`src/hw/rtl/tt_pkg.sv`:
```
// ----------------------------------------------------------------------------
// tt_pkg: shared types and constants of the text token tagger
// code point constants, character class bundle, token word and queue sizing
// ----------------------------------------------------------------------------
package tt_pkg;

   localparam int CP_W   = 21;
   localparam int OFS_W  = 16;
   localparam int LEN_W  = 3;

   // named code points
   localparam logic [CP_W-1:0] CP_TAB    = 21'h00009;
   localparam logic [CP_W-1:0] CP_LF     = 21'h0000A;
   localparam logic [CP_W-1:0] CP_CR     = 21'h0000D;
   localparam logic [CP_W-1:0] CP_SPACE  = 21'h00020;
   localparam logic [CP_W-1:0] CP_HYPHEN = 21'h0002D;
   localparam logic [CP_W-1:0] CP_SLASH  = 21'h0002F;
   localparam logic [CP_W-1:0] CP_NBSP   = 21'h000A0;
   localparam logic [CP_W-1:0] CP_SHY    = 21'h000AD;
   localparam logic [CP_W-1:0] CP_ZWSP   = 21'h0200B;
   localparam logic [CP_W-1:0] CP_ZWJ    = 21'h0200D;
   localparam logic [CP_W-1:0] CP_NNBSP  = 21'h0202F;
   localparam logic [CP_W-1:0] CP_RI_LO  = 21'h1F1E6;
   localparam logic [CP_W-1:0] CP_RI_HI  = 21'h1F1FF;

   // output queue sizing
   localparam int Q_DEPTH = 4;
   localparam int Q_PTR_W = $clog2(Q_DEPTH);
   localparam int Q_CNT_W = $clog2(Q_DEPTH + 1);

   typedef struct packed {
      logic nl;        // line feed after cr mapping
      logic white;
      logic invis;
      logic comb;
      logic ri;        // regional indicator
      logic cjk;
      logic closing;   // closing punctuation
      logic brk;       // own break opportunity
      logic zwj;
   } tt_class_type;

   typedef struct packed {
      logic [CP_W-1:0]  code_point;
      logic [OFS_W-1:0] byte_start;
      logic [OFS_W-1:0] byte_end;
      logic             is_newline;
      logic             is_white;
      logic             is_invisible;
      logic             is_combining;
      logic             joins_cluster;
      logic             break_after;
      logic             last_token;
   } tt_token_type;

   // up to two tokens pushed per processed item, first one written first
   typedef struct packed {
      logic [1:0]   count;
      tt_token_type first;
      tt_token_type second;
   } tt_push_type;

endpackage

```
`src/hw/rtl/tt_classify.sv`:
```
// ----------------------------------------------------------------------------
// tt_classify: character class decode
// range and equality compares of one code point into the class bundle
// ----------------------------------------------------------------------------
module tt_classify (
   input  logic [tt_pkg::CP_W-1:0] cp,
   output tt_pkg::tt_class_type    cls
);

   logic white;
   logic mark;
   logic vs;
   logic modifier;
   logic closing;

   always_comb begin
      white = (cp == tt_pkg::CP_TAB) || (cp == tt_pkg::CP_SPACE) ||
              (cp == tt_pkg::CP_NBSP) || (cp == 21'h01680) ||
              (cp >= 21'h02000 && cp <= 21'h0200A) || (cp == tt_pkg::CP_NNBSP) ||
              (cp == 21'h0205F) || (cp == 21'h03000);
      mark  = (cp >= 21'h00300 && cp <= 21'h0036F) || (cp >= 21'h01AB0 && cp <= 21'h01AFF) ||
              (cp >= 21'h01DC0 && cp <= 21'h01DFF) || (cp >= 21'h020D0 && cp <= 21'h020FF) ||
              (cp >= 21'h0FE20 && cp <= 21'h0FE2F);
      vs    = (cp >= 21'h0FE00 && cp <= 21'h0FE0F) || (cp >= 21'hE0100 && cp <= 21'hE01EF);
      modifier = (cp >= 21'h1F3FB && cp <= 21'h1F3FF);
      unique case (cp)
         21'h00029, 21'h0005D, 21'h0007D, 21'h0002C, 21'h0002E,
         21'h00021, 21'h0003F, 21'h0003A, 21'h0003B,
         21'h03001, 21'h03002, 21'h0FF01, 21'h0FF09, 21'h0FF0C,
         21'h0FF0E, 21'h0FF1A, 21'h0FF1B, 21'h0FF1F: closing = 1'b1;
         default:                                    closing = 1'b0;
      endcase

      cls.nl      = (cp == tt_pkg::CP_LF);
      cls.white   = white;
      cls.zwj     = (cp == tt_pkg::CP_ZWJ);
      cls.comb    = mark || vs || modifier || (cp == tt_pkg::CP_ZWJ);
      cls.invis   = (cp == tt_pkg::CP_ZWSP) || (cp == tt_pkg::CP_SHY) ||
                    (cp == tt_pkg::CP_ZWJ) || vs;
      cls.ri      = (cp >= tt_pkg::CP_RI_LO) && (cp <= tt_pkg::CP_RI_HI);
      cls.cjk     = (cp >= 21'h02E80 && cp <= 21'h0A4CF) || (cp >= 21'h0AC00 && cp <= 21'h0D7AF) ||
                    (cp >= 21'h0F900 && cp <= 21'h0FAFF) || (cp >= 21'h20000 && cp <= 21'h323AF);
      cls.closing = closing;
      // no-break spaces never offer a break
      cls.brk     = (white && (cp != tt_pkg::CP_NBSP) && (cp != tt_pkg::CP_NNBSP)) ||
                    (cp == tt_pkg::CP_HYPHEN) || (cp == tt_pkg::CP_SLASH) ||
                    (cp == tt_pkg::CP_SHY) || (cp == tt_pkg::CP_ZWSP);
   end

endmodule

```
`src/hw/rtl/tt_core.sv`:
```
// ----------------------------------------------------------------------------
// tt_core: input register, one-token delay and tagging state
// forms the tokens of one item in a single pass and pushes them to the queue
// ----------------------------------------------------------------------------
module tt_core #(
   parameter longint unsigned MAX_TEXT_BYTES = 65535
) (
   input  logic                     clock,
   input  logic                     reset,
   input  logic                     req_valid,
   output logic                     req_ready,
   input  logic [tt_pkg::CP_W-1:0]  req_code_point,
   input  logic [tt_pkg::LEN_W-1:0] req_byte_len,
   input  logic                     req_end_of_text,
   input  logic                     room,
   output tt_pkg::tt_push_type      push
);

   localparam logic [tt_pkg::OFS_W-1:0] LIMIT =
      (MAX_TEXT_BYTES < 64'd65535) ? tt_pkg::OFS_W'(MAX_TEXT_BYTES) : 16'hFFFF;

   // input register
   logic                     in_valid_ff, in_valid_in;
   logic [tt_pkg::CP_W-1:0]  in_cp_ff;
   logic [tt_pkg::LEN_W-1:0] in_len_ff;
   logic                     in_eot_ff;

   // tagging state
   logic                     pend_valid_ff, pend_valid_in;
   logic [tt_pkg::CP_W-1:0]  pend_cp_ff, pend_cp_in;
   logic [tt_pkg::OFS_W-1:0] pend_bs_ff, pend_bs_in;
   logic [tt_pkg::OFS_W-1:0] pend_be_ff, pend_be_in;
   tt_pkg::tt_class_type     pend_cls_ff, pend_cls_in;
   logic                     pend_join_ff, pend_join_in;
   logic                     prev_cr_ff, prev_cr_in;
   logic                     rodd_ff, rodd_in;
   logic [tt_pkg::OFS_W-1:0] offset_ff, offset_in;

   logic                     advance;
   logic                     req_fire;
   logic [tt_pkg::OFS_W:0]   sum;
   logic [tt_pkg::OFS_W-1:0] end_ofs;
   logic [tt_pkg::CP_W-1:0]  cp;
   tt_pkg::tt_class_type     cls;
   logic                     merge;
   logic                     joins;
   tt_pkg::tt_token_type     pend_tok;
   tt_pkg::tt_token_type     new_tok;

   assign advance   = in_valid_ff && room;
   assign req_ready = !in_valid_ff || room;
   assign req_fire  = req_valid && req_ready;
   assign in_valid_in = req_fire || (in_valid_ff && !advance);

   assign cp = (in_cp_ff == tt_pkg::CP_CR) ? tt_pkg::CP_LF : in_cp_ff;

   tt_classify u_classify (
      .cp  (cp),
      .cls (cls)
   );

   always_comb begin
      sum     = {1'b0, offset_ff} + (tt_pkg::OFS_W + 1)'(in_len_ff);
      end_ofs = (sum > {1'b0, LIMIT}) ? LIMIT : sum[tt_pkg::OFS_W-1:0];
      merge   = (in_cp_ff == tt_pkg::CP_LF) && prev_cr_ff && pend_valid_ff &&
                (pend_cp_ff == tt_pkg::CP_LF);
      joins   = pend_valid_ff && !cls.nl && !pend_cls_ff.nl &&
                (cls.comb || pend_cls_ff.zwj || (pend_cls_ff.ri && cls.ri && rodd_ff));

      // pending token as it leaves, break from its own class plus the cjk rule
      pend_tok.code_point    = pend_cp_ff;
      pend_tok.byte_start    = pend_bs_ff;
      pend_tok.byte_end      = merge ? end_ofs : pend_be_ff;
      pend_tok.is_newline    = pend_cls_ff.nl;
      pend_tok.is_white      = pend_cls_ff.white;
      pend_tok.is_invisible  = pend_cls_ff.invis;
      pend_tok.is_combining  = pend_cls_ff.comb;
      pend_tok.joins_cluster = pend_join_ff;
      pend_tok.break_after   = pend_cls_ff.brk ||
                               (!merge && pend_cls_ff.cjk && !cls.nl && !cls.comb &&
                                !cls.closing);
      pend_tok.last_token    = merge;

      // token of this item, leaves only when it closes the text
      new_tok.code_point    = cp;
      new_tok.byte_start    = offset_ff;
      new_tok.byte_end      = end_ofs;
      new_tok.is_newline    = cls.nl;
      new_tok.is_white      = cls.white;
      new_tok.is_invisible  = cls.invis;
      new_tok.is_combining  = cls.comb;
      new_tok.joins_cluster = joins;
      new_tok.break_after   = cls.brk;
      new_tok.last_token    = 1'b1;

      pend_valid_in = pend_valid_ff;
      pend_cp_in    = pend_cp_ff;
      pend_bs_in    = pend_bs_ff;
      pend_be_in    = pend_be_ff;
      pend_cls_in   = pend_cls_ff;
      pend_join_in  = pend_join_ff;
      prev_cr_in    = prev_cr_ff;
      rodd_in       = rodd_ff;
      offset_in     = offset_ff;
      push.count    = 2'd0;
      push.first    = pend_tok;
      push.second   = new_tok;

      if (advance) begin
         offset_in = end_ofs;
         if (merge) begin
            // lf after cr only stretches the folded newline token
            pend_be_in = end_ofs;
            prev_cr_in = 1'b0;
            if (in_eot_ff) begin
               push.count = 2'd1;
            end
         end else begin
            prev_cr_in = (in_cp_ff == tt_pkg::CP_CR);
            if (pend_valid_ff) begin
               push.count = in_eot_ff ? 2'd2 : 2'd1;
               rodd_in    = joins ? (rodd_ff ^ cls.ri) : cls.ri;
            end else begin
               push.count = in_eot_ff ? 2'd1 : 2'd0;
               push.first = new_tok;
               rodd_in    = cls.ri;
            end
            pend_valid_in = 1'b1;
            pend_cp_in    = cp;
            pend_bs_in    = offset_ff;
            pend_be_in    = end_ofs;
            pend_cls_in   = cls;
            pend_join_in  = joins;
         end
         if (in_eot_ff) begin
            // text closed, next item opens a new text
            pend_valid_in = 1'b0;
            prev_cr_in    = 1'b0;
            rodd_in       = 1'b0;
            offset_in     = '0;
         end
      end
   end

   always_ff @(posedge clock) begin
      if (reset) begin
         in_valid_ff   <= 1'b0;
         pend_valid_ff <= 1'b0;
         prev_cr_ff    <= 1'b0;
         rodd_ff       <= 1'b0;
         offset_ff     <= '0;
      end else begin
         in_valid_ff   <= in_valid_in;
         pend_valid_ff <= pend_valid_in;
         prev_cr_ff    <= prev_cr_in;
         rodd_ff       <= rodd_in;
         offset_ff     <= offset_in;
      end
   end

   always_ff @(posedge clock) begin
      if (req_fire) begin
         in_cp_ff  <= req_code_point;
         in_len_ff <= req_byte_len;
         in_eot_ff <= req_end_of_text;
      end
      pend_cp_ff   <= pend_cp_in;
      pend_bs_ff   <= pend_bs_in;
      pend_be_ff   <= pend_be_in;
      pend_cls_ff  <= pend_cls_in;
      pend_join_ff <= pend_join_in;
   end

   // a held cr always sits in front of its own pending newline token
   a_cr_pending: assert property (@(posedge clock) disable iff (reset)
      prev_cr_ff |-> (pend_valid_ff && pend_cls_ff.nl))
      else $error("cr flag without pending newline token");

   // a closed text leaves nothing behind
   a_eot_clears: assert property (@(posedge clock) disable iff (reset)
      (advance && in_eot_ff) |=> (!pend_valid_ff && offset_ff == '0 && !prev_cr_ff))
      else $error("state not cleared after end of text");

   // the byte offset never passes the saturation limit
   a_offset_limit: assert property (@(posedge clock) disable iff (reset)
      offset_ff <= LIMIT)
      else $error("byte offset beyond limit");

endmodule

```
`src/hw/rtl/tt_queue.sv`:
```
// ----------------------------------------------------------------------------
// tt_queue: output token queue
// takes up to two tokens a cycle; while out_ready is high, hands out one word a cycle
// ----------------------------------------------------------------------------
module tt_queue (
   input  logic                 clock,
   input  logic                 reset,
   input  tt_pkg::tt_push_type  push,
   output logic                 room,
   output logic                 out_valid,
   input  logic                 out_ready,
   output tt_pkg::tt_token_type out_token
);

   tt_pkg::tt_token_type mem [tt_pkg::Q_DEPTH];

   logic [tt_pkg::Q_PTR_W-1:0] wr_ptr_ff, wr_ptr_in;
   logic [tt_pkg::Q_PTR_W-1:0] rd_ptr_ff, rd_ptr_in;
   logic [tt_pkg::Q_CNT_W-1:0] count_ff, count_in;
   logic [tt_pkg::Q_PTR_W-1:0] wr_next;
   logic                       pop;

   assign out_valid = (count_ff != '0);
   assign out_token = mem[rd_ptr_ff];
   assign pop       = out_valid && out_ready;
   assign room      = (count_ff <= tt_pkg::Q_CNT_W'(tt_pkg::Q_DEPTH - 2));
   assign wr_next   = wr_ptr_ff + tt_pkg::Q_PTR_W'(1);

   always_comb begin
      wr_ptr_in = wr_ptr_ff + tt_pkg::Q_PTR_W'(push.count);
      rd_ptr_in = rd_ptr_ff + tt_pkg::Q_PTR_W'(pop);
      count_in  = count_ff + tt_pkg::Q_CNT_W'(push.count) - tt_pkg::Q_CNT_W'(pop);
   end

   always_ff @(posedge clock) begin
      if (reset) begin
         wr_ptr_ff <= '0;
         rd_ptr_ff <= '0;
         count_ff  <= '0;
      end else begin
         wr_ptr_ff <= wr_ptr_in;
         rd_ptr_ff <= rd_ptr_in;
         count_ff  <= count_in;
      end
   end

   always_ff @(posedge clock) begin
      if (push.count != 2'd0) begin
         mem[wr_ptr_ff] <= push.first;
      end
      if (push.count == 2'd2) begin
         mem[wr_next] <= push.second;
      end
   end

   a_no_overflow: assert property (@(posedge clock) disable iff (reset)
      (push.count != 2'd0) |-> (count_ff <= tt_pkg::Q_CNT_W'(tt_pkg::Q_DEPTH) -
                                tt_pkg::Q_CNT_W'(push.count)))
      else $error("queue overflow");

   a_pop_only: assert property (@(posedge clock) disable iff (reset)
      (pop && push.count == 2'd0) |=>
         (count_ff == $past(count_ff) - tt_pkg::Q_CNT_W'(1)))
      else $error("queue count did not drop on pop");

   a_count_range: assert property (@(posedge clock) disable iff (reset)
      count_ff <= tt_pkg::Q_CNT_W'(tt_pkg::Q_DEPTH))
      else $error("queue count out of range");

endmodule

```
`src/hw/rtl/text_token_tagger.sv`:
```
// ----------------------------------------------------------------------------
// text_token_tagger: line break and grapheme cluster token tagger
// one decoded code point per word in, one tagged token per word out
// ----------------------------------------------------------------------------
//
//   channel  | ports                                   | word
//   ---------+-----------------------------------------+---------------------------
//   request  | req_valid / req_ready                   | code point, byte length,
//            |                                         | end of text
//   response | rsp_valid / rsp_ready                   | token code point, byte
//            |                                         | range, class flags, break,
//            |                                         | cluster join, last token
//
// - one request word per cycle while the queue has room; the token of a word leaves
//   one word late, and the end-of-text word flushes the last one (up to two tokens)
// - tokens formed from a request word pass from the input register into the queue
//   once it has room, and are taken from rsp_ out of the queue
// - the rate is set by the four-entry output queue: the input register hands
//   its word on while the queue holds at most two tokens
// - synchronous active-high reset clears pointers, counts and text state
// - rsp_ready low fills the queue, then req_ready drops; nothing is lost
//
module text_token_tagger #(
   parameter longint unsigned MAX_TEXT_BYTES = 65535
) (
   input  logic        clock,
   input  logic        reset,

   input  logic        req_valid,
   output logic        req_ready,
   input  logic [20:0] req_code_point,
   input  logic [2:0]  req_byte_len,
   input  logic        req_end_of_text,

   output logic        rsp_valid,
   input  logic        rsp_ready,
   output logic [20:0] rsp_out_code_point,
   output logic [15:0] rsp_byte_start,
   output logic [15:0] rsp_byte_end,
   output logic        rsp_is_newline,
   output logic        rsp_is_white,
   output logic        rsp_is_invisible,
   output logic        rsp_is_combining,
   output logic        rsp_joins_cluster,
   output logic        rsp_break_after,
   output logic        rsp_last_token
);

   // tokens formed per processed word
   tt_pkg::tt_push_type  push;
   // queue can take a full two-token push
   logic                 room;
   tt_pkg::tt_token_type token;

   // input register, cr/lf folding, cluster and break tagging
   tt_core #(
      .MAX_TEXT_BYTES (MAX_TEXT_BYTES)
   ) u_core (
      .clock           (clock),
      .reset           (reset),
      .req_valid       (req_valid),
      .req_ready       (req_ready),
      .req_code_point  (req_code_point),
      .req_byte_len    (req_byte_len),
      .req_end_of_text (req_end_of_text),
      .room            (room),
      .push            (push)
   );

   // output queue, decouples the response side from the tagger
   tt_queue u_queue (
      .clock     (clock),
      .reset     (reset),
      .push      (push),
      .room      (room),
      .out_valid (rsp_valid),
      .out_ready (rsp_ready),
      .out_token (token)
   );

   // unpack the token word onto the response ports
   assign rsp_out_code_point = token.code_point;
   assign rsp_byte_start     = token.byte_start;
   assign rsp_byte_end       = token.byte_end;
   assign rsp_is_newline     = token.is_newline;
   assign rsp_is_white       = token.is_white;
   assign rsp_is_invisible   = token.is_invisible;
   assign rsp_is_combining   = token.is_combining;
   assign rsp_joins_cluster  = token.joins_cluster;
   assign rsp_break_after    = token.break_after;
   assign rsp_last_token     = token.last_token;

endmodule
```
`config.mk`:
```
export PLATFORM = sky130hd
export DESIGN_NAME = text_token_tagger
export DESIGN_NICKNAME = d
export VERILOG_FILES = /design/src/hw/rtl/tt_pkg.sv /design/src/hw/rtl/tt_classify.sv /design/src/hw/rtl/tt_core.sv /design/src/hw/rtl/tt_queue.sv /design/src/hw/rtl/text_token_tagger.sv
export SDC_FILE = /design/constraint.sdc
export NUM_CORES = 1
export LEC_CHECK = 0
export BUFFER_PORTS_ARGS = -buffer_cell sky130_fd_sc_hd__buf_2
export CAP_MARGIN = 20
export CORE_MARGIN = 2
export CORE_UTILIZATION = 40
export CTS_CLUSTER_DIAMETER = 100
export CTS_CLUSTER_SIZE = 12
export DETAILED_ROUTE_END_ITERATION = 7
export HOLD_SLACK_MARGIN = 0.1
export SLEW_MARGIN = 10
export SYNTH_ARGS = -nofsm -noshare
export SYNTH_HDL_FRONTEND = slang
export SYNTH_HIERARCHICAL = 1
export SYNTH_SLANG_ARGS = --single-unit
```
`constraint.sdc`:
```
create_clock -name clock -period 15.9 [get_ports clock]
set_input_delay 4.77 -clock clock [delete_from_list [all_inputs] [get_ports clock]]
set_output_delay 4.77 -clock clock [all_outputs]
set_load 0.005 [all_outputs]
```
==> impl_metrics.yaml <==
placed_design:
  port_buffers: 90
  gp_congestion: 0.836
  hpwl_um: 28000
  placed_area_um2: 19000
timing:
  max_freq_ghz: 0.133
  period_share: 0.475
  rsz0062_at_grt: "no"
  fin_tns_setup_ns: 0
  slew_headroom: 0.258
  slew_violations: 0
  hold_violations: 0
  clock_skew_ns: 0.0303
  worstMarginPinSlew_ns: 1.11
  finalSetupViolCount: 0
  hold_slack_ns: 0.533
  min_period_ns: 7.54
logic_synthesis:
  synth_edf_count: 327
  ys_seq_elements: 354
  synth_cell_types: 83
  netlist_instances: 1254
  synthFlopType: "edfxtp_1"
  syn_area_per_cell_um2: 14.4
  async_flop_share: 0
  synth.cell_area_um2: 18100
  synth_nets: 1292
  yosysSeqAreaShare: 0.572
  yosysWarnings: 6
global_route:
  antenna_found_initial: 1
  grt_max_degree: 61
  grt_util_all_layers: 0.199
  grt.overflow.total: 0
  grt_pass1_vias: 11100
  grt_pass1_wl_um: 70200
worst_hold_path:
  hold_path_class: "reg -> reg"
pwr:
  vdd_ir_drop_max_uv: 86.1
  netSwitchingPower_w: 0.000640
  internal_power_w: 0.00178
  pwr-share-seq: 0.486
  combPwrFrac: 0.203
  power_density_nw_per_um2: 121
  switching_share: 0.265
  p_clk_frac: 0.310
  leakage_nw: 6.75
finish:
  syn_to_final_growth_pct: 10.4
  fin_area_um2: 20000
  nets: 1343
  regArea_um2: 10400
  multi_input_area_um2: 7190
  post_route_cells_drive_above_1_share: 0.372
  post-route-util: 0.449
  fillers: 3998
worst_setup_path:
  slowest_stage: "dfxtp_4"
  critPathArrivalTime_ns: 2.77
  crit_chain: "buf_4 > mux4_2 > buf_2"
  worstPathMaxFanout: 37
  crit_type: "reg -> out"
  cp-end-kind: "output pin"
  max_stage_delay_ns: 0.72
  cp-start-kind: "flip-flop"
  crit_required_ns: 11.13
die:
  die_w_um: 217
  rows: 77
  chipHeight_um: 217
  die_area_um2: 47000
  floorplan.initialDensity: 0.407
  pin_count: 91
  fp.coreArea_um2: 44500
cts:
  ctsResizeCount: 0
  clockBufferDepth: 3
  hold_buffers: 0
  numCtsBuffers: 35
  h-tree-depth: 2
  clk_pin_slew_ns: 0.07
  cts_tree: "done"
  clk_latency_ns: 0.55
  cts_root_buffer: "clkbuf_16"
  clock-sinks: 354
  cts_setup_buffers: 0
flow_run:
  cap_violations: 0
detailed_routing:
  wl_um: 46000
  first_pass_iters: 5
  via_per_inst: 5.60
  dr_total_vias: 10700
  drt-initial-drc-count: 741
  ant_nets: 0
  wl_per_cell_um: 24.1
  drcViolationCount: 0
run_status:
  status: "completed"
synth_stat cells (all sizes together) (5+ instances only):
master	count	area, um2
nand2	149	559
edfxtp	327	9820
or3	9	61.3
nand3	17	85.1
o21ai	13	65.1
nand4	13	81.3
nor3	13	65.1
dfxtp	27	541
a22o	13	114
xor2	5	43.8
nand2b	8	50.1
inv	15	56.3
a211o	5	43.8
nor4	23	186
xnor2	6	52.6
ha	7	87.6
or4	6	48.8
buf	55	365
o211ai	6	45.0
nor2	42	165
clkbuf	47	218
nor2b	15	93.8
a21oi	17	85.1
mux2	262	2980
nor4b	8	97.6
mux4	60	1350
per-stage QoR:
step	total power, W	cells	setup WS, ns
2_1_floorplan	0.00154	1254	7.72
3_3_place_gp	0.00168	1858	8.86
5_1_grt	0.00253	1912	8.09
4_1_cts	0.00246	1911	8.19
6_report	0.00242	1913	8.36
3_5_place_dp	0.00169	1859	8.80
cells by family (layout without fill, tap and decap cells):
group	Yosys count	count (layout)	share of synthesized area
flip-flops	354	354	0.572
AO/OA/AOI/OAI	99	99	0.0397
buffers and inverters	117	183	0.0353
multiplexers	325	325	0.241
adder cells (fa/ha/maj)	9	9	0.00704
other	1	2	0.000207
AND/OR/NAND/NOR	336	336	0.0972
XOR/XNOR	13	13	0.00787
state kept, by name (all words and copies together), names as in the netlist, 2 cells and up:
name and cells:
u_queue/mem 240, u_core/in_cp_ff 21, u_core/pend_cls_ff 8, u_queue/wr_ptr_ff 2
u_core/offset_ff 16, u_core/pend_bs_ff 16, u_queue/rd_ptr_ff 2, u_core/in_len_ff 3
u_core/pend_be_ff 16, u_core/pend_cp_ff 21, u_queue/count_ff 3
power groups by stage:
stage	clock [W]	sequential [W]	combinational (W)
after floorplan	0	0.00115	0.000385
after global placement	0	0.00120	0.000488
after detailed placement	0	0.00120	0.000497
after CTS	0.000778	0.00118	0.000502
after global routing	0.000808	0.00118	0.000540
final	0.000751	0.00118	0.000492
layout make-up:
cell class / instances / area share
multi-input cells: 783 / 0.360
well taps: 592 / 0.0370
flip-flops and latches: 354 / 0.518
clock buffers: 48 / 0.0462
diodes: 1 / 0.000125
repair buffers: 116 / 0.0339
inverters: 15 / 0.00282
clock inverters: 4 / 0.00175
per-layer routing:
layer / global-route usage / share of wire / wire, um
met3: 0.0321 / 0.039 / 1820
met1: 0.255 / 0.43 / 19800
met4: 0.0416 / 0.014 / 633
met5: 0 / 0 / 0
met2: 0.355 / 0.52 / 23800
final timing paths:
kind	start	end	slack, ns	cells past startpoint
worst max-delay path	u_queue/rd_ptr_ff[0]$_SDFF_PP0_	rsp_out_code_point[15]	8.36	3
worst min-delay path	u_core/rodd_ff$_SDFFE_PP0P_	u_core/rodd_ff$_SDFFE_PP0P_	0.53	2
worst max register to register	u_core/in_cp_ff[16]$_DFFE_PP_	u_queue/mem[3][1]$_DFFE_PP_	10.64	13
worst min register to register	u_core/rodd_ff$_SDFFE_PP0P_	u_core/rodd_ff$_SDFFE_PP0P_	0.53	2
critical path: cells and delay by family (launching register included):
| kind | cells | cell delay (ns) |
|---|---|---|
| mux | 1 | 0.59 |
| flops | 1 | 0.72 |
| buf+inv | 2 | 0.80 |
placed cells by master, fill, tap and decap left out, types with 5 or more instances in the layout:
cell type | Yosys | layout
a21oi_1 | 17 | 17
nand2_1 | 149 | 148
nor2_1 | 41 | 37
a211o_1 | 5 | 5
nor2b_1 | 15 | 15
or4_1 | 5 | 5
mux2_2 | 239 | 239
inv_1 | 15 | 15
nor4_1 | 19 | 19
edfxtp_1 | 327 | 327
dfxtp_1 | 27 | 25
nor4b_1 | 5 | 5
clkbuf_16 | 0 | 35
clkbuf_1 | 42 | 13
o21ai_0 | 13 | 12
buf_2 | 28 | 90
mux4_2 | 60 | 60
nor2_4 | 1 | 5
nand3_1 | 17 | 17
a22o_1 | 13 | 13
xnor2_1 | 6 | 6
ha_1 | 7 | 7
nor3_1 | 13 | 13
xor2_1 | 5 | 5
nand4_1 | 13 | 13
nand2b_1 | 8 | 8
o211ai_1 | 6 | 6
mux2_1 | 14 | 14
mux2_4 | 9 | 9
or3_1 | 8 | 8
buf_4 | 17 | 24
No activity file was read; power rests on OpenSTA's default activity.
